File: config.mk
export PLATFORM = sky130hd
export DESIGN_NAME = qpad_ctrl_flat
export DESIGN_NICKNAME = d
export VERILOG_FILES = /design/src/design/qpad_pkg.sv /design/src/design/qpad_in_if.sv /design/src/design/qpad_out_if.sv /design/src/design/qpad_ctrl.sv /design/src/flat_wrapper.sv
export SDC_FILE = /design/constraint.sdc
export NUM_CORES = 1
export LEC_CHECK = 0
export ABC_AREA = 1
export BUFFER_PORTS_ARGS = -buffer_cell sky130_fd_sc_hd__buf_4
export CORE_ASPECT_RATIO = 1.2
export CORE_MARGIN = 4
export CORE_UTILIZATION = 40
export DETAILED_ROUTE_END_ITERATION = 10
export PLACE_DENSITY_LB_ADDON = 0.05
export SKIP_CTS_REPAIR_TIMING = 1
export SYNTH_ARGS = -nofsm -noshare
export SYNTH_HDL_FRONTEND = slang
export SYNTH_SLANG_ARGS = --single-unit
export TNS_END_PERCENT = 1
File: constraint.sdc
create_clock -name i_clk -period 4.2 [get_ports i_clk]
set_clock_uncertainty 0.15 [all_clocks]
set_input_delay 0.63 -clock i_clk [delete_from_list [all_inputs] [get_ports i_clk]]
set_output_delay 0.63 -clock i_clk [all_outputs]
set_load 0.01 [all_outputs]
File: src/design/qpad_pkg.sv
// ----------------------------------------------------------------------------
// qpad_pkg
// Shared constants, codes and command/status types of the quad patch
// adjacency detector.
// ----------------------------------------------------------------------------
package qpad_pkg;

    // Geometry
    localparam int COORD_WIDTH = 24;
    localparam int NUM_CORNERS = 4;
    localparam int CORNER_W    = $clog2(NUM_CORNERS);
    localparam int LAST_CORNER = NUM_CORNERS - 1;

    // Distance arithmetic: an axis difference at or above 2**FAR_BIT is far
    localparam int FAR_BIT = 26;
    localparam int SQ_W    = 2 * FAR_BIT;
    localparam int SUM_W   = SQ_W + 2;

    // Configuration
    localparam int TOL_WIDTH  = 52;
    localparam int APB_ADDR_W = 3;
    localparam int APB_DATA_W = 64;
    localparam int REG_TOL    = 0;
    localparam logic [TOL_WIDTH-1:0] TOL_RESET = TOL_WIDTH'(1);

    // Relation codes
    localparam logic [1:0] REL_NONE  = 2'd0;
    localparam logic [1:0] REL_EDGE  = 2'd1;
    localparam logic [1:0] REL_POINT = 2'd2;

    // Controller to datapath
    typedef struct packed {
        logic                wr_en;
        logic                start;
        logic [CORNER_W-1:0] addr_a;
        logic [CORNER_W-1:0] addr_b;
    } t_dp_cmd;

    // Datapath to controller
    typedef struct packed {
        logic done;
        logic hit;
    } t_dp_stat;

endpackage

File: src/design/qpad_in_if.sv
// ----------------------------------------------------------------------------
// qpad_in_if
// Corner channel: one corner of one patch per beat, valid/ready handshake.
// ----------------------------------------------------------------------------
interface qpad_in_if #(
    parameter int COORD_WIDTH = qpad_pkg::COORD_WIDTH
);
    logic                          valid;
    logic                          ready;
    logic                          patch_select;
    logic [1:0]                    corner_slot;
    logic signed [COORD_WIDTH-1:0] coord_x;
    logic signed [COORD_WIDTH-1:0] coord_y;
    logic signed [COORD_WIDTH-1:0] coord_z;
    logic                          compare_now;

    modport source (
        output valid, patch_select, corner_slot, coord_x, coord_y, coord_z, compare_now,
        input  ready
    );
    modport sink (
        input  valid, patch_select, corner_slot, coord_x, coord_y, coord_z, compare_now,
        output ready
    );
endinterface

File: src/design/qpad_out_if.sv
// ----------------------------------------------------------------------------
// qpad_out_if
// Result channel: one adjacency verdict per beat, valid/ready handshake.
// ----------------------------------------------------------------------------
interface qpad_out_if;
    logic       valid;
    logic       ready;
    logic [1:0] relation;
    logic [1:0] rot_first;
    logic [1:0] rot_second;

    modport source (
        output valid, relation, rot_first, rot_second,
        input  ready
    );
    modport sink (
        input  valid, relation, rot_first, rot_second,
        output ready
    );
endinterface

File: src/design/qpad_ctrl.sv
// ----------------------------------------------------------------------------
// qpad_ctrl
// Controller: accepts corners, walks the corner pair scan and the edge
// checks one distance check at a time, and holds the result register.
// ----------------------------------------------------------------------------
module qpad_ctrl (
    input  logic                i_clk,
    input  logic                i_rst_n,
    qpad_in_if.sink             i_corner,
    qpad_out_if.source          o_result,
    output qpad_pkg::t_dp_cmd   o_cmd,
    input  qpad_pkg::t_dp_stat  i_stat
);
    localparam int CW = qpad_pkg::CORNER_W;
    localparam logic [CW-1:0] LAST = CW'(qpad_pkg::LAST_CORNER);
    localparam logic [CW-1:0] ZERO = '0;

    // States
    localparam logic [1:0] ST_IDLE  = 2'd0;
    localparam logic [1:0] ST_ISSUE = 2'd1;
    localparam logic [1:0] ST_WAIT  = 2'd2;
    localparam logic [1:0] ST_DONE  = 2'd3;

    // Check phases
    localparam logic [1:0] PH_SCAN = 2'd0;
    localparam logic [1:0] PH_NEXT = 2'd1;
    localparam logic [1:0] PH_WRAP = 2'd2;

    logic [1:0]    r_state, n_state;
    logic [1:0]    r_phase, n_phase;
    logic [CW-1:0] r_i, n_i, r_j, n_j;
    logic [1:0]    r_rel, n_rel;
    logic [CW-1:0] r_r1, n_r1, r_r2, n_r2;
    logic          r_out_valid, n_out_valid;
    logic [1:0]    r_out_rel, n_out_rel;
    logic [CW-1:0] r_out_r1, n_out_r1, r_out_r2, n_out_r2;
    logic          w_accept;

    assign i_corner.ready = (r_state == ST_IDLE);
    assign w_accept       = i_corner.valid && (r_state == ST_IDLE);

    // Commands to the datapath
    always_comb begin
        o_cmd.wr_en = w_accept;
        o_cmd.start = (r_state == ST_ISSUE);
        unique case (r_phase)
            PH_SCAN: begin
                o_cmd.addr_a = r_i;
                o_cmd.addr_b = r_j;
            end
            PH_NEXT: begin
                o_cmd.addr_a = CW'(r_i + 1'b1);
                o_cmd.addr_b = CW'(r_j - 1'b1);
            end
            PH_WRAP: begin
                o_cmd.addr_a = LAST;
                o_cmd.addr_b = CW'(r_j + 1'b1);
            end
            default: begin
                o_cmd.addr_a = r_i;
                o_cmd.addr_b = r_j;
            end
        endcase
    end

    // Sequence the checks
    always_comb begin
        n_state     = r_state;
        n_phase     = r_phase;
        n_i         = r_i;
        n_j         = r_j;
        n_rel       = r_rel;
        n_r1        = r_r1;
        n_r2        = r_r2;
        n_out_valid = r_out_valid && !o_result.ready;
        n_out_rel   = r_out_rel;
        n_out_r1    = r_out_r1;
        n_out_r2    = r_out_r2;
        unique case (r_state)
            ST_IDLE: begin
                if (w_accept && i_corner.compare_now) begin
                    n_state = ST_ISSUE;
                    n_phase = PH_SCAN;
                    n_i     = ZERO;
                    n_j     = ZERO;
                end
            end
            ST_ISSUE: begin
                n_state = ST_WAIT;
            end
            ST_WAIT: begin
                if (i_stat.done) begin
                    unique case (r_phase)
                        PH_SCAN: begin
                            if (i_stat.hit) begin
                                n_phase = PH_NEXT;
                                n_state = ST_ISSUE;
                            end else if (r_i == LAST && r_j == LAST) begin
                                n_rel   = qpad_pkg::REL_NONE;
                                n_r1    = ZERO;
                                n_r2    = ZERO;
                                n_state = ST_DONE;
                            end else begin
                                n_j     = CW'(r_j + 1'b1);
                                n_i     = (r_j == LAST) ? CW'(r_i + 1'b1) : r_i;
                                n_state = ST_ISSUE;
                            end
                        end
                        PH_NEXT: begin
                            if (i_stat.hit) begin
                                n_rel   = qpad_pkg::REL_EDGE;
                                n_r1    = r_i;
                                n_r2    = CW'(r_j - 1'b1);
                                n_state = ST_DONE;
                            end else if (r_i == ZERO) begin
                                n_phase = PH_WRAP;
                                n_state = ST_ISSUE;
                            end else begin
                                n_rel   = qpad_pkg::REL_POINT;
                                n_r1    = r_i;
                                n_r2    = r_j;
                                n_state = ST_DONE;
                            end
                        end
                        PH_WRAP: begin
                            n_rel   = i_stat.hit ? qpad_pkg::REL_EDGE : qpad_pkg::REL_POINT;
                            n_r1    = i_stat.hit ? LAST : r_i;
                            n_r2    = r_j;
                            n_state = ST_DONE;
                        end
                        default: begin
                            n_rel   = qpad_pkg::REL_NONE;
                            n_r1    = ZERO;
                            n_r2    = ZERO;
                            n_state = ST_DONE;
                        end
                    endcase
                end
            end
            ST_DONE: begin
                // Load the result once the output register is free
                if (!r_out_valid || o_result.ready) begin
                    n_out_valid = 1'b1;
                    n_out_rel   = r_rel;
                    n_out_r1    = r_r1;
                    n_out_r2    = r_r2;
                    n_state     = ST_IDLE;
                end
            end
            default: begin
                n_state = ST_IDLE;
            end
        endcase
    end

    // Control registers
    always_ff @(posedge i_clk) begin
        if (!i_rst_n) begin
            r_state     <= ST_IDLE;
            r_phase     <= PH_SCAN;
            r_out_valid <= 1'b0;
        end else begin
            r_state     <= n_state;
            r_phase     <= n_phase;
            r_out_valid <= n_out_valid;
        end
    end

    // Scan position and result payload
    always_ff @(posedge i_clk) begin
        r_i       <= n_i;
        r_j       <= n_j;
        r_rel     <= n_rel;
        r_r1      <= n_r1;
        r_r2      <= n_r2;
        r_out_rel <= n_out_rel;
        r_out_r1  <= n_out_r1;
        r_out_r2  <= n_out_r2;
    end

    assign o_result.valid      = r_out_valid;
    assign o_result.relation   = r_out_rel;
    assign o_result.rot_first  = r_out_r1;
    assign o_result.rot_second = r_out_r2;
endmodule

File: src/flat_wrapper.sv
// flat-port wrapper written by rule: the top's interface ports become plain ports
module qpad_ctrl_flat 
  (i_clk, i_rst_n, o_cmd, i_stat, i_corner_valid, i_corner_patch_select, i_corner_corner_slot, i_corner_coord_x, i_corner_coord_y, i_corner_coord_z, i_corner_compare_now, i_corner_ready, o_result_valid, o_result_relation, o_result_rot_first, o_result_rot_second, o_result_ready);
  qpad_in_if i_corner_i ();
  qpad_out_if o_result_i ();
  input  logic i_clk;
  input  logic i_rst_n;
  output qpad_pkg::t_dp_cmd o_cmd;
  input  qpad_pkg::t_dp_stat i_stat;
  input wire logic [$bits(i_corner_i.valid)-1:0] i_corner_valid;
  input wire logic [$bits(i_corner_i.patch_select)-1:0] i_corner_patch_select;
  input wire logic [$bits(i_corner_i.corner_slot)-1:0] i_corner_corner_slot;
  input wire logic [$bits(i_corner_i.coord_x)-1:0] i_corner_coord_x;
  input wire logic [$bits(i_corner_i.coord_y)-1:0] i_corner_coord_y;
  input wire logic [$bits(i_corner_i.coord_z)-1:0] i_corner_coord_z;
  input wire logic [$bits(i_corner_i.compare_now)-1:0] i_corner_compare_now;
  output wire logic [$bits(i_corner_i.ready)-1:0] i_corner_ready;
  output wire logic [$bits(o_result_i.valid)-1:0] o_result_valid;
  output wire logic [$bits(o_result_i.relation)-1:0] o_result_relation;
  output wire logic [$bits(o_result_i.rot_first)-1:0] o_result_rot_first;
  output wire logic [$bits(o_result_i.rot_second)-1:0] o_result_rot_second;
  input wire logic [$bits(o_result_i.ready)-1:0] o_result_ready;
  assign i_corner_i.valid = i_corner_valid;
  assign i_corner_i.patch_select = i_corner_patch_select;
  assign i_corner_i.corner_slot = i_corner_corner_slot;
  assign i_corner_i.coord_x = i_corner_coord_x;
  assign i_corner_i.coord_y = i_corner_coord_y;
  assign i_corner_i.coord_z = i_corner_coord_z;
  assign i_corner_i.compare_now = i_corner_compare_now;
  assign i_corner_ready = i_corner_i.ready;
  assign o_result_valid = o_result_i.valid;
  assign o_result_relation = o_result_i.relation;
  assign o_result_rot_first = o_result_i.rot_first;
  assign o_result_rot_second = o_result_i.rot_second;
  assign o_result_i.ready = o_result_ready;
  qpad_ctrl u_core (.i_clk(i_clk), .i_rst_n(i_rst_n), .i_corner(i_corner_i), .o_result(o_result_i), .o_cmd(o_cmd), .i_stat(i_stat));
endmodule
## Word-level counts from Yosys, hierarchy flattened

Cells that the tools add are included.

| storage, ports and cells | value |
|---|---|
| flip-flop bits (word level) | 21 |
| output and inout port bits | 14 |

| cells by class | value |
|---|---|
| reduce and logical (&&, ||, !) cells | 17 |
| $add $sub $neg | 3 |
| eq/ne operators | 21 |
| muxes and demuxes | 43 |

Operators by type and width:

| operator | count |
|---|---|
| 2-bit two-way mux | 31 |
| 2-bit one-hot mux with 2 select lines | 5 |
| 2-bit one-hot mux with 3 select lines | 3 |
| 7-bit AND reduction | 2 |
| 2-bit equality test (second input constant) | 5 |
| 2-bit != test (second input constant) | 5 |
| 3-bit != test (second input constant) | 3 |
| 2-bit by 1-bit != test with 1-bit output (second input constant) | 4 |
| 2-bit one-hot mux with 4 select lines | 1 |
| 4-bit one-hot mux with 2 select lines | 1 |
| 2-bit logical NOT | 3 |
| 3-bit by 2-bit != test with 1-bit output (second input constant) | 2 |
| 6-bit AND reduction | 1 |
| 5-bit AND reduction | 1 |
| 2-bit by 1-bit adder with 2-bit output (second input constant) | 2 |
| 2-bit by 1-bit equality test with 1-bit output (second input constant) | 2 |
| 1-bit logical AND | 4 |
| 3-bit AND reduction | 1 |
| 1-bit logical NOT | 2 |
| 1-bit two-way mux | 2 |
| 2-bit AND reduction | 1 |
| 2-bit nonzero test | 1 |
| 2-bit by 1-bit subtractor with 2-bit output (second input constant) | 1 |
| 1-bit logical OR | 1 |

## Longest topological paths before layout

| depth | value |
|---|---|
| depth after elaboration | 7 |
| mapped depth | 10 |
| mapped depth without buffers | 9 |

## Worst setup path before layout

OpenSTA, ideal clock, no wires.

| timing path | value |
|---|---|
| path type | reg-to-output |
| start point | reg u_core.r_phase[1] |
| end point | out o_cmd[2] in the netlist's numbering |
| data arrival time | 1.269 ns |
| stages on the path, launching flop included | 8 |
| path slack | 2.151 ns |
| path through | dfxtp_1 > inv_1 > ha_1 > buf_2 > o21ai_0 > inv_1 > o21ai_0 > o21ai_0 |

RTL lines:

| what | RTL line | source |
|---|---|---|
| from (decl) | qpad_ctrl.sv:30 | `logic [1:0] r_phase, n_phase;` |
| from (signal assigned) | qpad_ctrl.sv:164 | `r_phase <= n_phase;` |
| to (decl) | flat_wrapper.sv:8 | `output qpad_pkg::t_dp_cmd o_cmd;` |

==> Implementation_results.wiki <==
{| class="wikitable"
! Metric !! Value
|-
| Top cell type by total area after synthesis || sky130_fd_sc_hd__edfxtp_1
|-
| Register-to-register path setup slack || 2300 ps
|-
| Average size of a mapped cell || 8.81 µm²
|-
| Worst reg2reg path endpoint || u_core.r_i[0]
|-
| Cell Pwr Density || 383 mW/mm²
|-
| Placer Congestion || 0.766
|-
| Final critical-path share of the clock period || 64.3%
|-
| Number of hold violations in the final report || 0
|-
| Top-level port count || 96
|-
| Worst Setup Start Kind || flop
|-
| Worst Hold Path EP || u_core.o_result.rot_first[0]
|-
| Area share of the leading cell type in the synthesized netlist || 43.0%
|-
| Number of iterations in the first detailed-routing pass || 4
|-
| Most common cell after layout, fill and taps aside || sky130_fd_sc_hd__nand2_1
|-
| Net count after synthesis || 215
|-
| Post-Synthesis Cell Area || 0.00112 mm²
|-
| Number of placement rows || 20
|-
| DIE WIDTH || 56.3 µm
|-
| DP HPWL || 1.63 mm
|-
| Proportion of layout cells with a drive suffix above 1 || 19.6%
|-
| Clock transition at the register clock pins on the worst setup and hold paths after CTS || 110 ps
|-
| Die Footprint || 0.00371 mm²
|-
| TritonCTS clock tree || done
|-
| Iteration-0 DRC count of the detailed router || 33
|-
| Highest clock rate || 370 MHz
|-
| Total power draw || 0.505 mW
|-
| Clk_lat worst skew || 310 ps
|-
| Clock Sink Count || 21
|-
| Largest stage delay on the critical path || 420 ps
|-
| Max IR drop VDD || 0.000234 V
|-
| P&R area growth vs syn || 18.0%
|-
| Data arrival time of the critical path || 1920 ps
|-
| Top post-synthesis cells by area || sky130_fd_sc_hd__edfxtp_1 43%, sky130_fd_sc_hd__dfxtp_1 8.9%, sky130_fd_sc_hd__nand2_1 7.4%
|-
| Kind of critical path || flop to output pin
|-
| WL final || 2.05 mm
|-
| Register-to-Register Path Depth || 7
|-
| GR Overflow Total || 0
|-
| Final net count || 237
|-
| MaxCap Viol Count || 0
|-
| First-pass GRT wire length || 3.53 mm
|-
| H-tree level count || 1
|-
| Start point of the worst hold path || u_core.r_r1[0]
|-
| Util after Layout || 50.7%
|-
| Count of vias placed by the detailed router || 884
|-
| Largest net degree at the start of global routing || 13
|-
| Post-placement cell area || 0.00129 mm²
|-
| Min Tclk post-route || 2700 ps
|-
| Flip-flop and latch count after synthesis || 21
|-
| Root Buffer || sky130_fd_sc_hd__clkbuf_4
|-
| Gate Count Post-Synth || 127
|-
| Hold depth || 0
|-
| Pleak || 0.584 nW
|-
| Worst slack on hold paths || 281 ps
|-
| Port buffer count || 20
|-
| Setup tns final || 0 ps
|-
| Setup repair after global routing missed its margin || no
|-
| Number of antenna violations at the first check in global routing || 0
|-
| Required @ worst endpoint || 3420 ps
|-
| Reg-to-reg startpoint || u_core.r_phase[0]
|-
| # fillers || 272
|-
| Synth cell types || 23
|-
| Core region area || 0.00260 mm²
|-
| Sequential fraction of the synthesis area || 51.9%
|-
| Synth warn || 0
|-
| Initial cell density of the core || 43.0%
|-
| Cell repeated most along the worst path || sky130_fd_sc_hd__o21ai_0
|-
| Vert. Die Dim || 65.9 µm
|-
| Total CTS buffers || 3
|-
| Design area || 0.00132 mm²
|-
| Vias in the first global route || 839
|-
| Most frequent cells in the layout || 22 x sky130_fd_sc_hd__nand2_1, 21 x sky130_fd_sc_hd__inv_1, 20 x sky130_fd_sc_hd__buf_4
|-
| Via-to-Cell Ratio || 4.88
|-
| Cell-by-cell trace of the critical path || inv_1, ha_1, o21ai_0, inv_1, o21ai_0, o21ai_0, buf_4
|-
| Run status || completed
|-
| Slew Viols, Final || 0
|-
| Remaining routing DRC violations || 0
|-
| Critical Path Fanout Max || 10
|-
| Count of inserted antenna diode cells || 0
|-
| Routed wire per std cell || 11.3 µm
|-
| Slew at the pin with the worst max-slew slack || 471 ps
|-
| Classification of the worst-slack hold path || flop to flop
|-
| Number of nets still failing antenna checks after routing || 0
|-
| Category of the worst setup path capture point || output pin
|-
| Slew headroom || 68.5%
|-
| Count of final setup violators || 0
|-
| Total global routing track utilization || 12.1%
|-
| Highest-delay cell along the critical path || sky130_fd_sc_hd__o21ai_0
|-
| Maximum buffer depth of the clock tree || 2
|}
-- state kept, by name (all words and copies together), names as in the netlist --
signal and cells:
u_core.r_r2 2, u_core.r_phase 2, u_core.r_r1 2, u_core.r_rel 2, u_core.o_result.rot_first 2, u_core.o_result.rot_second 2, u_core.o_result.relation 2, u_core.r_i 2
u_core.r_state 2, u_core.o_result.valid 1, u_core.r_j 2
-- cell type report --
| cell class | count | area, µm² | share of cell area [%] |
|---|---|---|---|
| Clock buffer | 3 | 22.5 | 1.71 |
| Clock inverter | 1 | 5.00 | 0.379 |
| Inverter | 22 | 82.6 | 6.26 |
| Multi-Input combinational cell | 81 | 438 | 33.2 |
| Sequential cell | 21 | 581 | 44.0 |
| Tap cell | 33 | 41.3 | 3.13 |
| Timing Repair Buffer | 20 | 150 | 11.4 |
-- metrics by stage --
stage | setup WS (ps) | instances
after floorplan | 2150 | 127
after detailed placement | 1870 | 177
after CTS | 1500 | 181
after global routing | 1260 | 181
final | 1500 | 181
after global placement | 1930 | 177
-- worst max-delay path by stage --
stage                 startpoint  slack, ps       end
2_1_floorplan  u_core.r_phase[1]       2150  o_cmd[2]
3_3_place_gp   u_core.r_phase[1]       1930  o_cmd[2]
3_5_place_dp   u_core.r_phase[1]       1870  o_cmd[2]
4_1_cts        u_core.r_phase[1]       1500  o_cmd[2]
5_1_grt        u_core.r_phase[1]       1260  o_cmd[2]
6_report       u_core.r_phase[1]       1500  o_cmd[2]
-- cells by family (layout without fill, tap and decap cells) --
group	Yosys count	in the layout	synth area share (%)
buffers and inverters	25	46	8.95
and+or+nand+nor	52	52	20.2
adders and majority gates	6	6	6.71
AOI/OAI and AO/OA	23	23	12.2
DFF	21	21	51.9
-- critical path, delay by kind of cell (launching register included) --
kind | cells | cell delay, ps
adders and majority gates | 1 | 300
AOI/OAI and AO/OA | 3 | 620
buffers and inverters | 3 | 320
DFF | 1 | 370
-- synth_stat cells --
cell                       number
sky130_fd_sc_hd__buf_4          1
sky130_fd_sc_hd__o21ai_0        9
sky130_fd_sc_hd__a211o_1        1
sky130_fd_sc_hd__nand3_1        5
sky130_fd_sc_hd__inv_2          1
sky130_fd_sc_hd__nor3b_1        1
sky130_fd_sc_hd__buf_2          1
sky130_fd_sc_hd__edfxtp_1      16
sky130_fd_sc_hd__ha_1           6
sky130_fd_sc_hd__dfxtp_1        5
sky130_fd_sc_hd__inv_1         21
sky130_fd_sc_hd__nor2_4         1
sky130_fd_sc_hd__a21oi_1        9
sky130_fd_sc_hd__o22ai_1        1
sky130_fd_sc_hd__nor2_1        19
sky130_fd_sc_hd__clkbuf_2       1
sky130_fd_sc_hd__nand2_1       22
sky130_fd_sc_hd__nand3_2        1
sky130_fd_sc_hd__nand4_1        2
sky130_fd_sc_hd__a21oi_4        1
sky130_fd_sc_hd__o21a_1         1
sky130_fd_sc_hd__o211ai_1       1
sky130_fd_sc_hd__nand2_2        1
-- routing by layer --
layer,global-route usage [%],share of wire (%),vias to the layer above
met4,6.23,2.3,0
met2,21.1,46,30
met3,2.34,6.4,5
met1,14.2,45,393
met5,0,0,-
li1,-,-,456
-- report_power, final --
group	internal, mW	total [mW]	leakage [nW]	switching, mW
sequential	0.239	0.251	0.189	0.0118
clock	0.0357	0.0983	0.0177	0.0626
combinational	0.0629	0.155	0.377	0.0925
total	0.338	0.505	0.584	0.167
Power figures use the tool's default switching activity.
