===== src/design/qpad_pkg.sv =====
// ----------------------------------------------------------------------------
// qpad_pkg
// Shared constants, codes and command/status types of the quad patch
// adjacency detector.
// ----------------------------------------------------------------------------
package qpad_pkg;

    // Geometry
    localparam int COORD_WIDTH = 24;
    localparam int NUM_CORNERS = 4;
    localparam int CORNER_W    = $clog2(NUM_CORNERS);
    localparam int LAST_CORNER = NUM_CORNERS - 1;

    // Distance arithmetic: an axis difference at or above 2**FAR_BIT is far
    localparam int FAR_BIT = 26;
    localparam int SQ_W    = 2 * FAR_BIT;
    localparam int SUM_W   = SQ_W + 2;

    // Configuration
    localparam int TOL_WIDTH  = 52;
    localparam int APB_ADDR_W = 3;
    localparam int APB_DATA_W = 64;
    localparam int REG_TOL    = 0;
    localparam logic [TOL_WIDTH-1:0] TOL_RESET = TOL_WIDTH'(1);

    // Relation codes
    localparam logic [1:0] REL_NONE  = 2'd0;
    localparam logic [1:0] REL_EDGE  = 2'd1;
    localparam logic [1:0] REL_POINT = 2'd2;

    // Controller to datapath
    typedef struct packed {
        logic                wr_en;
        logic                start;
        logic [CORNER_W-1:0] addr_a;
        logic [CORNER_W-1:0] addr_b;
    } t_dp_cmd;

    // Datapath to controller
    typedef struct packed {
        logic done;
        logic hit;
    } t_dp_stat;

endpackage


===== src/design/qpad_cfg.sv =====
// ----------------------------------------------------------------------------
// qpad_cfg
// APB register file holding the coincidence tolerance.
// ----------------------------------------------------------------------------
module qpad_cfg (
    input  logic                                 i_clk,
    input  logic                                 i_rst_n,
    input  logic                                 psel,
    input  logic                                 penable,
    input  logic                                 pwrite,
    input  logic [qpad_pkg::APB_ADDR_W-1:0]      paddr,
    input  logic [qpad_pkg::APB_DATA_W-1:0]      pwdata,
    output logic [qpad_pkg::APB_DATA_W-1:0]      prdata,
    output logic                                 pready,
    output logic [qpad_pkg::TOL_WIDTH-1:0]       o_tol
);
    localparam logic [qpad_pkg::APB_ADDR_W-1:0] TOL_ADDR =
        qpad_pkg::APB_ADDR_W'(qpad_pkg::REG_TOL * 8);

    logic                             r_tol;
    logic [qpad_pkg::TOL_WIDTH-1:0]   r_tol_val;
    logic [qpad_pkg::TOL_WIDTH-1:0]   n_tol_val;
    logic                             w_hit;

    assign w_hit = (paddr == TOL_ADDR);

    // Take a write in the access phase
    always_comb begin
        n_tol_val = r_tol_val;
        if (psel && penable && pwrite && w_hit) begin
            n_tol_val = pwdata[qpad_pkg::TOL_WIDTH-1:0];
        end
    end

    always_ff @(posedge i_clk) begin
        if (!i_rst_n) begin
            r_tol_val <= qpad_pkg::TOL_RESET;
            r_tol     <= 1'b0;
        end else begin
            r_tol_val <= n_tol_val;
            r_tol     <= 1'b1;
        end
    end

    // Read back; nothing else is mapped
    assign prdata = (w_hit && r_tol) ? qpad_pkg::APB_DATA_W'(r_tol_val)
                  : (w_hit ? qpad_pkg::APB_DATA_W'(qpad_pkg::TOL_RESET) : '0);
    assign pready = 1'b1;
    assign o_tol  = r_tol_val;
endmodule


===== config.mk =====
export PLATFORM = sky130hd
export DESIGN_NAME = qpad_cfg
export DESIGN_NICKNAME = d
export VERILOG_FILES = /design/src/design/qpad_pkg.sv /design/src/design/qpad_cfg.sv
export SDC_FILE = /design/constraint.sdc
export NUM_CORES = 1
export LEC_CHECK = 0
export ABC_AREA = 1
export BUFFER_PORTS_ARGS = -buffer_cell sky130_fd_sc_hd__buf_2
export CAP_MARGIN = 20
export CORE_UTILIZATION = 38
export CTS_CLUSTER_DIAMETER = 50
export DETAILED_ROUTE_END_ITERATION = 12
export PLACE_DENSITY_LB_ADDON = 0.3
export RECOVER_POWER = 25
export REMOVE_ABC_BUFFERS = 1
export SKIP_LAST_GASP = 1
export SYNTH_ARGS = -nofsm -noshare
export SYNTH_HDL_FRONTEND = slang
export SYNTH_SLANG_ARGS = --single-unit
export TNS_END_PERCENT = 100

===== constraint.sdc =====
create_clock -name i_clk -period 0.9 [get_ports i_clk]
set_input_delay 0.135 -clock i_clk [delete_from_list [all_inputs] [get_ports i_clk]]
set_output_delay 0.135 -clock i_clk [all_outputs]
set_load 0.01 [all_outputs]

## Word-level counts from Yosys, hierarchy flattened

Cells that the tools add are included.

- Reductions and logical operators: 5
- Multiplexer cells: 3

Operators with widths:

| kind | number |
|---|---|
| $mux W52 | 1 |
| $logic_and A1 B1 Y1 | 4 |
| $logic_not A3 Y1 | 1 |
| $mux W1 | 2 |

- Input port bits: 72
- Output and inout port bits: 117
- Bits in registers: 53
- Logic and storage cells: 10

## Longest topological paths before layout

Gate-level depths: netlist of the first run.

- Depth in word-level cells: 3
- Mapped depth: 7
- Depth with buffers taken out: 6

## Least setup slack after synthesis of the first run

No wires, ideal clock.

- Path type: input port to output port
- Start point: input port paddr[0] in the netlist's numbering
- End point: output port prdata[10] in the netlist's numbering
- Stages: 6
- Required time: 0.765 ns
- Arrival: 0.854 ns
- Path slack: -0.089 ns
- Cells stage by stage: inv_1 > nand2_1 > nor2_4 > nand2_1 > buf_2 > nor2_1

- Cells in the longest elaborated chain, start to end: 3

RTL lines:

| what | RTL line | source |
|---|---|---|
| from (decl) | qpad_cfg.sv:11 | `input logic [qpad_pkg::APB_ADDR_W-1:0] paddr,` |
| $logic_not A3 Y1 | qpad_cfg.sv:25 | `assign w_hit = (paddr == TOL_ADDR);` |
| $logic_and A1 B1 Y1 | qpad_cfg.sv:46 | `assign prdata = (w_hit && r_tol) ? qpad_pkg::APB_DATA_W'(r_tol_val)` |
| $mux W52 | qpad_cfg.sv:46 |  |
| to (decl) | qpad_cfg.sv:13 | `output logic [qpad_pkg::APB_DATA_W-1:0] prdata,` |

Every way passes these cells.

## Final worst setup path of the first run

- Start point: register r_tol
- End point: output port prdata[28] in the netlist's numbering

- Cells in the longest elaborated chain, start to end: 2

RTL lines:

| what | RTL line | source |
|---|---|---|
| from (decl) | qpad_cfg.sv:20 | `logic r_tol;` |
| from (signal assigned) | qpad_cfg.sv:38 | `r_tol <= 1'b0;` |
| from (signal assigned) | qpad_cfg.sv:41 | `r_tol <= 1'b1;` |
| $logic_and A1 B1 Y1 | qpad_cfg.sv:46 |  |
| $mux W52 | qpad_cfg.sv:46 |  |

Every way passes these cells.

==> summary.md, run 1 <==
| Metric | Value |
|---|---|
| Setup-failing EPs final | approximately 120 |
| Worst-skew pair later-pin latency | between 0.2 and 0.3 ns |
| Util after Layout | 63.4% |
| CP startpoint | r_tol |
| Ports | ~190 |
| Core ar. | about 0.007 mm^2 |
| Final Cycle Share | 146% |
| VDD IR max | approximately 0.57 mV |
| Crit path required time | between 0.7 and 0.8 ns |
| Slew of the pin with the lowest slew margin | roughly 0.52 ns |
| FF-to-FF path depth | 3 |
| Nets | 707 |
| Post-route design area | approximately 0.0044 mm^2 |
| Clk slew on worst S/H paths | 0.09 ns |
| Worst Hold End | o_tol[0] |
| WHS Path Cells | 3 |
| Failing checks | negative setup slack |
| CP Class | reg -> out |
| CP Capture Type | output port |
| Antenna violations before repair | 1 |
| Antenna Violating Nets Remaining | 0 |
| Via Count | 3131 |
| Starting Density | 40.2% |
| Cell Area, Synth | 0.00281 mm^2 |
| Root Driver | clkbuf_8 |
| TritonCTS clock tree | built |
| Pre-CTS setup slack | -0.245 ns |
| RR Startpoint | o_tol[35] |
| PD cells | about 970 mW/mm^2 |
| Fmax | about 0.76 GHz |
| Relative max-transition margin | roughly 65% |
| Final hold slack | between 0.04 and 0.05 ns |
| Outcome | finished with violations |
| Synth Register Bits | 53 |
| P_leak | between 2 and 2.5 nW |
| GRT overflow | 0 |
| Routed WL | 8210 um |
| Hold Fails Final Rpt | 0 |
| Post-DP HPWL | between 5000 and 6000 um |
| Syn Inst Count | 466 |
| CTS Sinks | 53 |
| Area after DPL | between 0.003 and 0.004 mm^2 |
| End of the worst register-to-register path | o_tol[35] |
| Setup crit start kind | register |
| Inserted Clock Buffers | 5 |
| Synth Warn # | 0 |
| WL per Instance | around 11 um |
| Iteration-0 DRC Markers | 78 |
| Row cnt | 30 |
| DRT Pass-1 Iters | 4 |
| Largest net degree at the start of global routing | 30 |
| Port bufs | ~160 |
| Clk_skew | 0 ns |
| Register area share after synthesis | a little under two fifths |
| FILL cells | approximately 650 |
| Vias in the first global route | 2715 |
| RSZ-0062 raised after global routing | true |
| Crit-path max FO | 14 |
| Slew Viols, Final | 0 |
| Synth cell types | 16 |
| Setup slack after layout | -0.417 ns |
| Die area | ~0.0077 mm^2 |
| WP data arrival | 1.18 ns |
| Chip height | 87.9 um |
| GPL Wtd Cong | between 0.7 and 0.8 |
| HP Start | pwdata[0] |
| Max-cap violations | 0 |
| Via density | between 4 and 5 |
| P&R area growth vs syn | 57.8% |
| R2R Setup Slk | roughly 0.18 ns |
| Power Total | between 4 and 5 mW |
| Period minus WS final | about 1.3 ns |
| Cts hold-fix bufs | 0 |
| Drt drc | 0 |
| Avg Inst Size Synth | about 6.0 um^2 |
| Max clock buf depth | 2 |
| Total global-route track usage | a little under a fifth |
| Htree depth | 2 |
| Share of layout cells above drive strength 1 | slightly above 40% |
| Min-Delay Path Class | in -> reg |
| First-pass GRT wire length | about 12000 um |
| Die width | between 80 and 90 um |
-- per-layer routing --
| metal | wire, um | up-vias | GRT usage, % |
|---|---|---|---|
| met4 | 52 | 0 | 3.58 |
| li1 | - | 1639 | - |
| met5 | 0 | - | 0 |
| met2 | 4130 | 120 | 37.8 |
| met1 | 3500 | 1367 | 18.9 |
| met3 | 520 | 5 | 4.62 |
-- layout by cell type (no fill, tap or decap), drive strengths merged --
master | netlist | layout
nand3 | 53 | 53
nor2 | 156 | 156
conb | 2 | 13
clkinv | 0 | 2
o21ai | 1 | 1
a21oi | 1 | 1
inv | 106 | 106
buf | 39 | 184
dfxtp | 53 | 53
diode | 0 | 1
clkbuf | 0 | 12
nand2 | 55 | 55
-- logic make-up (layout without fill, tap and decap cells) --
group | Yosys count | count (layout) | synth area share (%)
DFF | 53 | 53 | 37.8
AOI/OAI and AO/OA | 2 | 2 | 0.356
and+or+nand+nor | 264 | 264 | 38.4
buffers and inverters | 145 | 304 | 23.2
other | 2 | 14 | 0.268
-- power by group --
part           switching (mW)  internal [mW]
registers              0.0317           2.38
logic                   0.323          0.289
clock network           0.753          0.541
-- how the worst max path moves through the flow --
stage / to / slack [ns]
after floorplan: prdata[10] / -1.35
after global placement: o_tol[50] / -0.22
after detailed placement: o_tol[36] / -0.25
after CTS: prdata[10] / -0.39
after global routing: prdata[28] / -0.46
final: prdata[28] / -0.42
-- registers in the layout (all words and copies together) (netlist names) --
name   count
o_tol     52
r_tol      1
-- layout make-up --
class	count	area, um^2	area share [%]
well taps	96	120	2.71
repair buffers	190	1540	34.8
multi-input cells	279	1150	26.1
inverters	106	398	8.99
clock inverters	2	10.0	0.226
clock buffers	6	72.6	1.64
flip-flops and latches	53	1130	25.5
diodes	1	2.50	0.0565
-- critical path, cell delays in order (launching register included) --
cell       delay, ns
dfxtp_2         0.36
nand2_4         0.09
clkbuf_16       0.18
nor2_1          0.10
buf_2           0.14
-- stage by stage --
step	setup TNS, ns	std cells
floorplan	-85.00	438
global placement	-19.87	710
detailed placement	-21.80	710
CTS	-19.76	723
global route	-29.54	732
finish	-21.54	733
-- synth_stat cells --
library cell  instances  share of area (%)
dfxtp_1              53                 38
buf_2                16                2.9
o21ai_0               1               0.18
nor2_2                1               0.22
nand2_1              54                7.2
inv_2                 1               0.13
buf_1                 5               0.67
a21oi_1               1               0.18
nor2_1              153                 20
nor2_4                2               0.80
inv_1               105                 14
nand3_1              53                9.5
nand2_2               1               0.22
buf_4                13                3.5
conb_1                2               0.27
buf_6                 5                2.0
-- repair_timing --
| action | CTS | global route |
|---|---|---|
| pin swaps | 1 | 37 |
| resized for setup | 104 | 9 |
| setup buffers | 5 | 2 |
| cloned | 0 | 7 |
| setup endpoints to repair | 104 | 156 |
Power figures use the tool's default switching activity.
==> run 2: changes to the inputs <==
SKIP_CTS_REPAIR_TIMING = 1   (was unset)
==> run 2 against run 1 <==
The run still ends with negative setup slack left; maximum frequency is 1.7% higher; sequential power is essentially flat; cell count down 1.6%; total power shrank 0.85%; non-clock buffer count fell by 12; first-iteration DRC count down 31%; clock skew is the same; count of clock-buffer cells in the layout unchanged; final area down 5.1%; worst hold slack gained 0.0024 ns; sequential share of layout area rose by 1.3 points; critical endpoint is now prdata[12].
==> summary.md, run 2 (synthesis results as in run 1) <==
| Metric | Value |
|---|---|
| Util after Layout | 60.2% (was 63.4%) |
| RR Startpoint | o_tol[21] (was o_tol[35]) |
| Max reg flops | 52 (unchanged) |
| Total global-route track usage | 17.0% (was 18.6%) |
| Starting Density | 40.2% (unchanged) |
| Final Cycle Share | 144% (was 146%) |
| Critical path, cell by cell | nand2_4 > clkbuf_16 > nor2_1 > buf_2 (unchanged) |
| Worst-skew pair later-pin latency | 0.29 ns (about the same) |
| Max clock buf depth | 2 (unchanged) |
| CP Capture Type | output port (unchanged) |
| P_leak | 2.18 nW (was 2.30 nW) |
| Routed WL | 7450 um (was 8210 um) |
| PD cells | 1020 mW/mm^2 (was 975 mW/mm^2) |
| Fmax | 0.773 GHz (was 0.759 GHz) |
| Clk_skew | 0 ns (unchanged) |
| Crit-path max FO | 14 (unchanged) |
| Failing checks | negative setup slack (unchanged) |
| P&R area growth vs syn | 49.7% (was 57.8%) |
| Chip height | 87.9 um (unchanged) |
| Nets | 695 (was 707) |
| Pre-CTS setup slack | -0.245 ns (unchanged) |
| TritonCTS clock tree | built (unchanged) |
| Outcome | finished with violations (unchanged) |
| DRT Pass-1 Iters | 4 (unchanged) |
| Sw Share | 25.4% (was 25.7%) |
| Relative max-transition margin | 65.6% (was 65.0%) |
| Sequential fraction of design power | 56.3% (was 55.8%) |
| Clk slew on worst S/H paths | 0.09 ns (about the same) |
| Htree depth | 2 (unchanged) |
| Period minus WS final | 1.29 ns (was 1.32 ns) |
| Cell Count Post-Placement | 710 (unchanged) |
| Port bufs | 163 (unchanged) |
| Cell Int Power | 3.19 mW (was 3.21 mW) |
| CTS Sinks | 53 (unchanged) |
| CP max stage cell | dfxtp_2 (unchanged) |
| Share of layout cells above drive strength 1 | 39.3% (was 40.9%) |
| Psw | 1.09 mW (was 1.11 mW) |
| Largest net degree at the start of global routing | 30 (unchanged) |
| Slew Viols, Final | 0 (unchanged) |
| Via Count | 3071 (was 3131) |
| Crit path largest cell delay | 0.36 ns (about the same) |
| First-pass GRT wire length | 10600 um (was 11500 um) |
| Antenna violations before repair | 1 (unchanged) |
| Worst Hold End | o_tol[0] (unchanged) |
| Clock share of power | 30.0% (about the same) |
| CP Class | reg -> out (unchanged) |
| GPL Wtd Cong | 0.726 (unchanged) |
| Iteration-0 DRC Markers | 54 (was 78) |
| Crit path required time | 0.76 ns (about the same) |
| FF-to-FF path depth | 3 (unchanged) |
| R2R Setup Slk | 0.21 ns (was 0.18 ns) |
| Ports | 189 (unchanged) |
| WP data arrival | 1.16 ns (was 1.18 ns) |
| Most common cell after layout, fill and taps aside | nor2_1 (unchanged) |
| WHS Path Cells | 3 (unchanged) |
| Power Total | 4.28 mW (was 4.32 mW) |
| Setup slack after layout | -0.394 ns (was -0.417 ns) |
| Setup crit start kind | register (unchanged) |
| HP Start | pwdata[0] (unchanged) |
| Row cnt | 30 (unchanged) |
| Die width | 87.9 um (unchanged) |
| Post-route insts no fill | 721 (was 733) |
| End of the worst register-to-register path | o_tol[21] (was o_tol[35]) |
| Final TNS setup | -18.86 ns (was -21.54 ns) |
| Post-DP HPWL | 5100 um (unchanged) |
| WL per Instance | 10.3 um (was 11.2 um) |
| VDD IR max | 0.581 mV (was 0.568 mV) |
| Min-Delay Path Class | in -> reg (unchanged) |
| Core ar. | 0.00698 mm^2 (unchanged) |
| Die area | 0.00773 mm^2 (unchanged) |
| Root Driver | clkbuf_8 (unchanged) |
| RSZ-0062 raised after global routing | true (unchanged) |
| Drt drc | 0 (unchanged) |
| Setup-failing EPs final | 62 (was 121) |
| Via density | 4.26 (was 4.27) |
| Antenna Violating Nets Remaining | 0 (unchanged) |
| Hold Fails Final Rpt | 0 (unchanged) |
| Max-cap violations | 0 (unchanged) |
| Vias in the first global route | 2503 (was 2715) |
| Inserted Clock Buffers | 5 (unchanged) |
| GRT overflow | 0 (unchanged) |
| Slew of the pin with the lowest slew margin | 0.517 ns (was 0.524 ns) |
| Comb power frac | 13.6% (was 14.2%) |
| Commonest cells after routing, fill and taps aside | 150 x nor2_1, 115 x buf_2, 105 x inv_1, 54 x nand2_1, 53 x nand3_1 (was 149 x nor2_1, 112 x buf_2, 105 x inv_1, 53 x nand2_1, 53 x nand3_1) |
run 2: worst max-delay path, delay by kind of cell (launching register included):
family	cells	cell delay, ns
flops	1	0.36
simple gates	2	0.18
buf+inv	2	0.32
run 2: final cells by class:
class | count | area, um^2
Tap cell | 96 | 120
Clock buffer | 6 | 72.6
Clock inverter | 2 | 10.0
Multi-Input combinational cell | 279 | 1150
Fill cell | 695 | 2780
Inverter | 106 | 398
Antenna cell | 1 | 2.50
Timing Repair Buffer | 178 | 1320
Sequential cell | 53 | 1130
run 2: power groups by stage:
stage                     clock network [mW]  registers (mW)  logic, mW
after detailed placement                   0            2.45      0.552
final                                   1.28            2.41      0.583
after global placement                     0            2.45      0.546
after global routing                    1.43            2.42      0.653
after floorplan                            0            2.46      0.239
after CTS                               1.36            2.40      0.553
run 2: worst max-delay path by stage:
stage	startpoint	to	slack [ns]	cells past startpoint
final	r_tol	prdata[12]	-0.39	4
after global routing	r_tol	prdata[30]	-0.47	4
after CTS	r_tol	prdata[10]	-0.42	4
after detailed placement	paddr[0]	o_tol[36]	-0.25	8
after global placement	paddr[0]	o_tol[50]	-0.22	8
after floorplan	paddr[0]	prdata[10]	-1.35	5
run 2: metrics by stage:
| step | instance area [um^2] | hold slack (ns) |
|---|---|---|
| after CTS | 3810 | 0.0365 |
| final | 4200 | 0.0475 |
| after global routing | 4200 | 0.0575 |
| after detailed placement | 3730 | 0.355 |
| after floorplan | 2590 | 0.163 |
| after global placement | 3730 | 0.351 |
run 2: per-layer routing:
layer / up-vias / share of wire (%) / global-route usage, %
li1: 1610 / - / -
met1: 1346 / 43 / 18.0
met2: 109 / 50 / 33.6
met3: 6 / 6.7 / 4.34
met4: 0 / 0.68 / 3.58
met5: - / 0 / 0
==> run 3: changes to the inputs <==
BUFFER_PORTS_ARGS = unset   (was -buffer_cell sky130_fd_sc_hd__buf_2)
CORE_UTILIZATION = 50   (was 38)
DONT_BUFFER_PORTS = 1   (was unset)
REMOVE_ABC_BUFFERS = unset   (was 1)
==> run 3 against run 2 <==
Non-clock buffer count down 71; worst hold slack lost 0.18 ns; setup slack got worse by 0.050 ns; combinational power down 28%; the run ends with negative hold slack, negative setup slack left; cell count is 14% lower; flip-flop and latch count unchanged; highest routed layer unchanged; final area decreased by 7.3%; global-route usage is 6.3 points higher; count of clock-buffer cells in the layout rose by 2; clock power is essentially flat; largest cell class is now multi-input combinational cells; largest power group unchanged.
==> summary.md, run 3 (synthesis results as in run 1) <==
| Metric | Value |
|---|---|
| M1 WL | 2930 um (was 3170 um) |
| Commonest cells after routing, fill and taps aside | 141 x nor2_1, 105 x inv_1, 59 x buf_4, 53 x nand2_1, 53 x nand3_1 (was 150 x nor2_1, 115 x buf_2, 105 x inv_1, 54 x nand2_1, 53 x nand3_1) |
| Share of layout cells above drive strength 1 | 32.0% (was 39.3%) |
| Antenna Violating Nets Remaining | 0 (unchanged) |
| Routed met2 length | 3920 um (was 3740 um) |
| Util after Layout | 73.9% (was 60.2%) |
| Most common cell after layout, fill and taps aside | nor2_1 (unchanged) |
| Max reg flops | 52 (unchanged) |
| Setup-failing EPs final | 55 (was 62) |
| Crit path largest cell delay | 0.36 ns (about the same) |
| Critical path, cell by cell | nand2_4 > buf_12 > nor2_1 > buf_4 (was nand2_4 > clkbuf_16 > nor2_1 > buf_2) |
| Htree depth | 2 (unchanged) |
| Post-route insts no fill | 623 (was 721) |
| Root Driver | clkbuf_8 (unchanged) |
| Comb power frac | 10.2% (was 13.6%) |
| DRT Pass-1 Iters | 4 (unchanged) |
| Diode count | 0 (was 1) |
| Inserted Clock Buffers | 5 (unchanged) |
| TritonCTS clock tree | built (unchanged) |
| Worst-skew pair later-pin latency | 0.30 ns (was 0.29 ns) |
| First-pass GRT wire length | 11400 um (was 10600 um) |
| Largest net degree at the start of global routing | 54 (was 30) |
| Fmax | 0.744 GHz (was 0.773 GHz) |
| Clk_skew | 0 ns (unchanged) |
| GRT overflow | 0 (unchanged) |
| Iteration-0 DRC Markers | 92 (was 54) |
| FF-to-FF path depth | 3 (unchanged) |
| FILL cells | 439 (was 695) |
| Power Total | 4.11 mW (was 4.28 mW) |
| HP Start | i_rst_n (was pwdata[0]) |
| P&R area growth vs syn | 38.7% (was 49.7%) |
| Die area | 0.00592 mm^2 (was 0.00773 mm^2) |
| Final Cycle Share | 149% (was 144%) |
| RSZ-0062 raised after global routing | true (unchanged) |
| WL per Instance | 11.9 um (was 10.3 um) |
| Setup slack after layout | -0.444 ns (was -0.394 ns) |
| Area after DPL | 0.00355 mm^2 (was 0.00373 mm^2) |
| Row cnt | 26 (was 30) |
| Via density | 4.66 (was 4.26) |
| Drt drc | 0 (unchanged) |
| Chip height | 76.9 um (was 87.9 um) |
| Antenna violations before repair | 0 (was 1) |
| Ports | 189 (unchanged) |
| CP max stage cell | dfxtp_2 (unchanged) |
| Starting Density | 53.3% (was 40.2%) |
| CP Capture Type | output port (unchanged) |
| Outcome | finished with violations (unchanged) |
| VDD IR max | 1.04 mV (was 0.581 mV) |
| CTS Sinks | 53 (unchanged) |
| Met3 WL post-DR | 433 um (was 496 um) |
| Hold Fails Final Rpt | 52 (was 0) |
| R2R Setup Slk | 0.17 ns (was 0.21 ns) |
| Via Count | 2906 (was 3071) |
| WP data arrival | 1.21 ns (was 1.16 ns) |
| Final hold slack | -0.133 ns (was 0.0475 ns) |
| Period minus WS final | 1.34 ns (was 1.29 ns) |
| End of the worst register-to-register path | o_tol[5] (was o_tol[21]) |
| Cell Int Power | 3.10 mW (was 3.19 mW) |
| Routed WL | 7430 um (was 7450 um) |
| Die width | 76.9 um (was 87.9 um) |
| Max-cap violations | 0 (unchanged) |
| Final TNS setup | -19.39 ns (was -18.86 ns) |
| Slew Viols, Final | 0 (unchanged) |
| Sw Share | 24.5% (was 25.4%) |
| Vias in the first global route | 2706 (was 2503) |
| PD cells | 1060 mW/mm^2 (was 1020 mW/mm^2) |
| Top layer used by detailed routing | met4 (unchanged) |
| Min-Delay Path Class | in -> reg (unchanged) |
| CP Class | reg -> out (unchanged) |
| Clk slew on worst S/H paths | 0.10 ns (was 0.09 ns) |
| Failing checks | negative hold slack, negative setup slack (was negative setup slack) |
| Nets | 624 (was 695) |
| Crit-path max FO | 24 (was 14) |
| Max clock buf depth | 2 (unchanged) |
| P_leak | 1.86 nW (was 2.18 nW) |
| RR Startpoint | o_tol[5] (was o_tol[21]) |
| Sequential fraction of design power | 58.6% (was 56.3%) |
| Worst Hold End | r_tol (was o_tol[0]) |
| Crit path required time | 0.76 ns (about the same) |
| Setup crit start kind | register (unchanged) |
| Core ar. | 0.00527 mm^2 (was 0.00698 mm^2) |
| GPL Wtd Cong | 0.866 (was 0.726) |
| Clock share of power | 31.3% (was 30.0%) |
| Post-DP HPWL | 5020 um (was 5100 um) |
| WHS Path Cells | 0 (was 3) |
| Post-route design area | 0.00389 mm^2 (was 0.00420 mm^2) |
| Pre-CTS setup slack | -0.149 ns (was -0.245 ns) |
| Psw | 1.01 mW (was 1.09 mW) |
| Total global-route track usage | 23.3% (was 17.0%) |
| Cell Count Post-Placement | 614 (was 710) |
| Port bufs | 0 (was 163) |
run 3: area by class of cell:
cell class / count / area, um^2 / area share [%]
clock buffers: 8 / 80.1 / 2.06
repair buffers: 107 / 1030 / 26.6
flip-flops and latches: 53 / 1120 / 28.8
inverters: 106 / 398 / 10.2
multi-input cells: 279 / 1170 / 30.1
well taps: 70 / 87.6 / 2.25
run 3: power groups by stage:
stage | registers (mW) | logic, mW | clock network, mW
final | 2.41 | 0.418 | 1.29
after global routing | 2.41 | 0.468 | 1.40
after floorplan | 2.47 | 0.333 | 0
after detailed placement | 2.45 | 0.393 | 0
after CTS | 2.40 | 0.393 | 1.32
after global placement | 2.45 | 0.385 | 0
run 3: worst max-delay path by stage:
| stage | startpoint | to | slack, ns |
|---|---|---|---|
| 6_report | r_tol | prdata[27] | -0.44 |
| 5_1_grt | r_tol | prdata[27] | -0.47 |
| 4_1_cts | r_tol | prdata[42] | -0.42 |
| 3_5_place_dp | paddr[0] | o_tol[5] | -0.15 |
| 3_3_place_gp | paddr[0] | o_tol[51] | -0.12 |
| 2_1_floorplan | paddr[0] | prdata[10] | -0.07 |
run 3: critical path, delay by kind of cell (launching register included):
kind / cells / cell delay [ns]
buffers and inverters: 2 / 0.31
DFF: 1 / 0.36
and+or+nand+nor: 2 / 0.23
run 3: layer usage:
| metal | global-route usage, % | vias up |
|---|---|---|
| met3 | 5.24 | 15 |
| met1 | 23.4 | 1309 |
| met2 | 45.2 | 113 |
| met5 | 0 | - |
| met4 | 10.4 | 0 |
| li1 | - | 1469 |
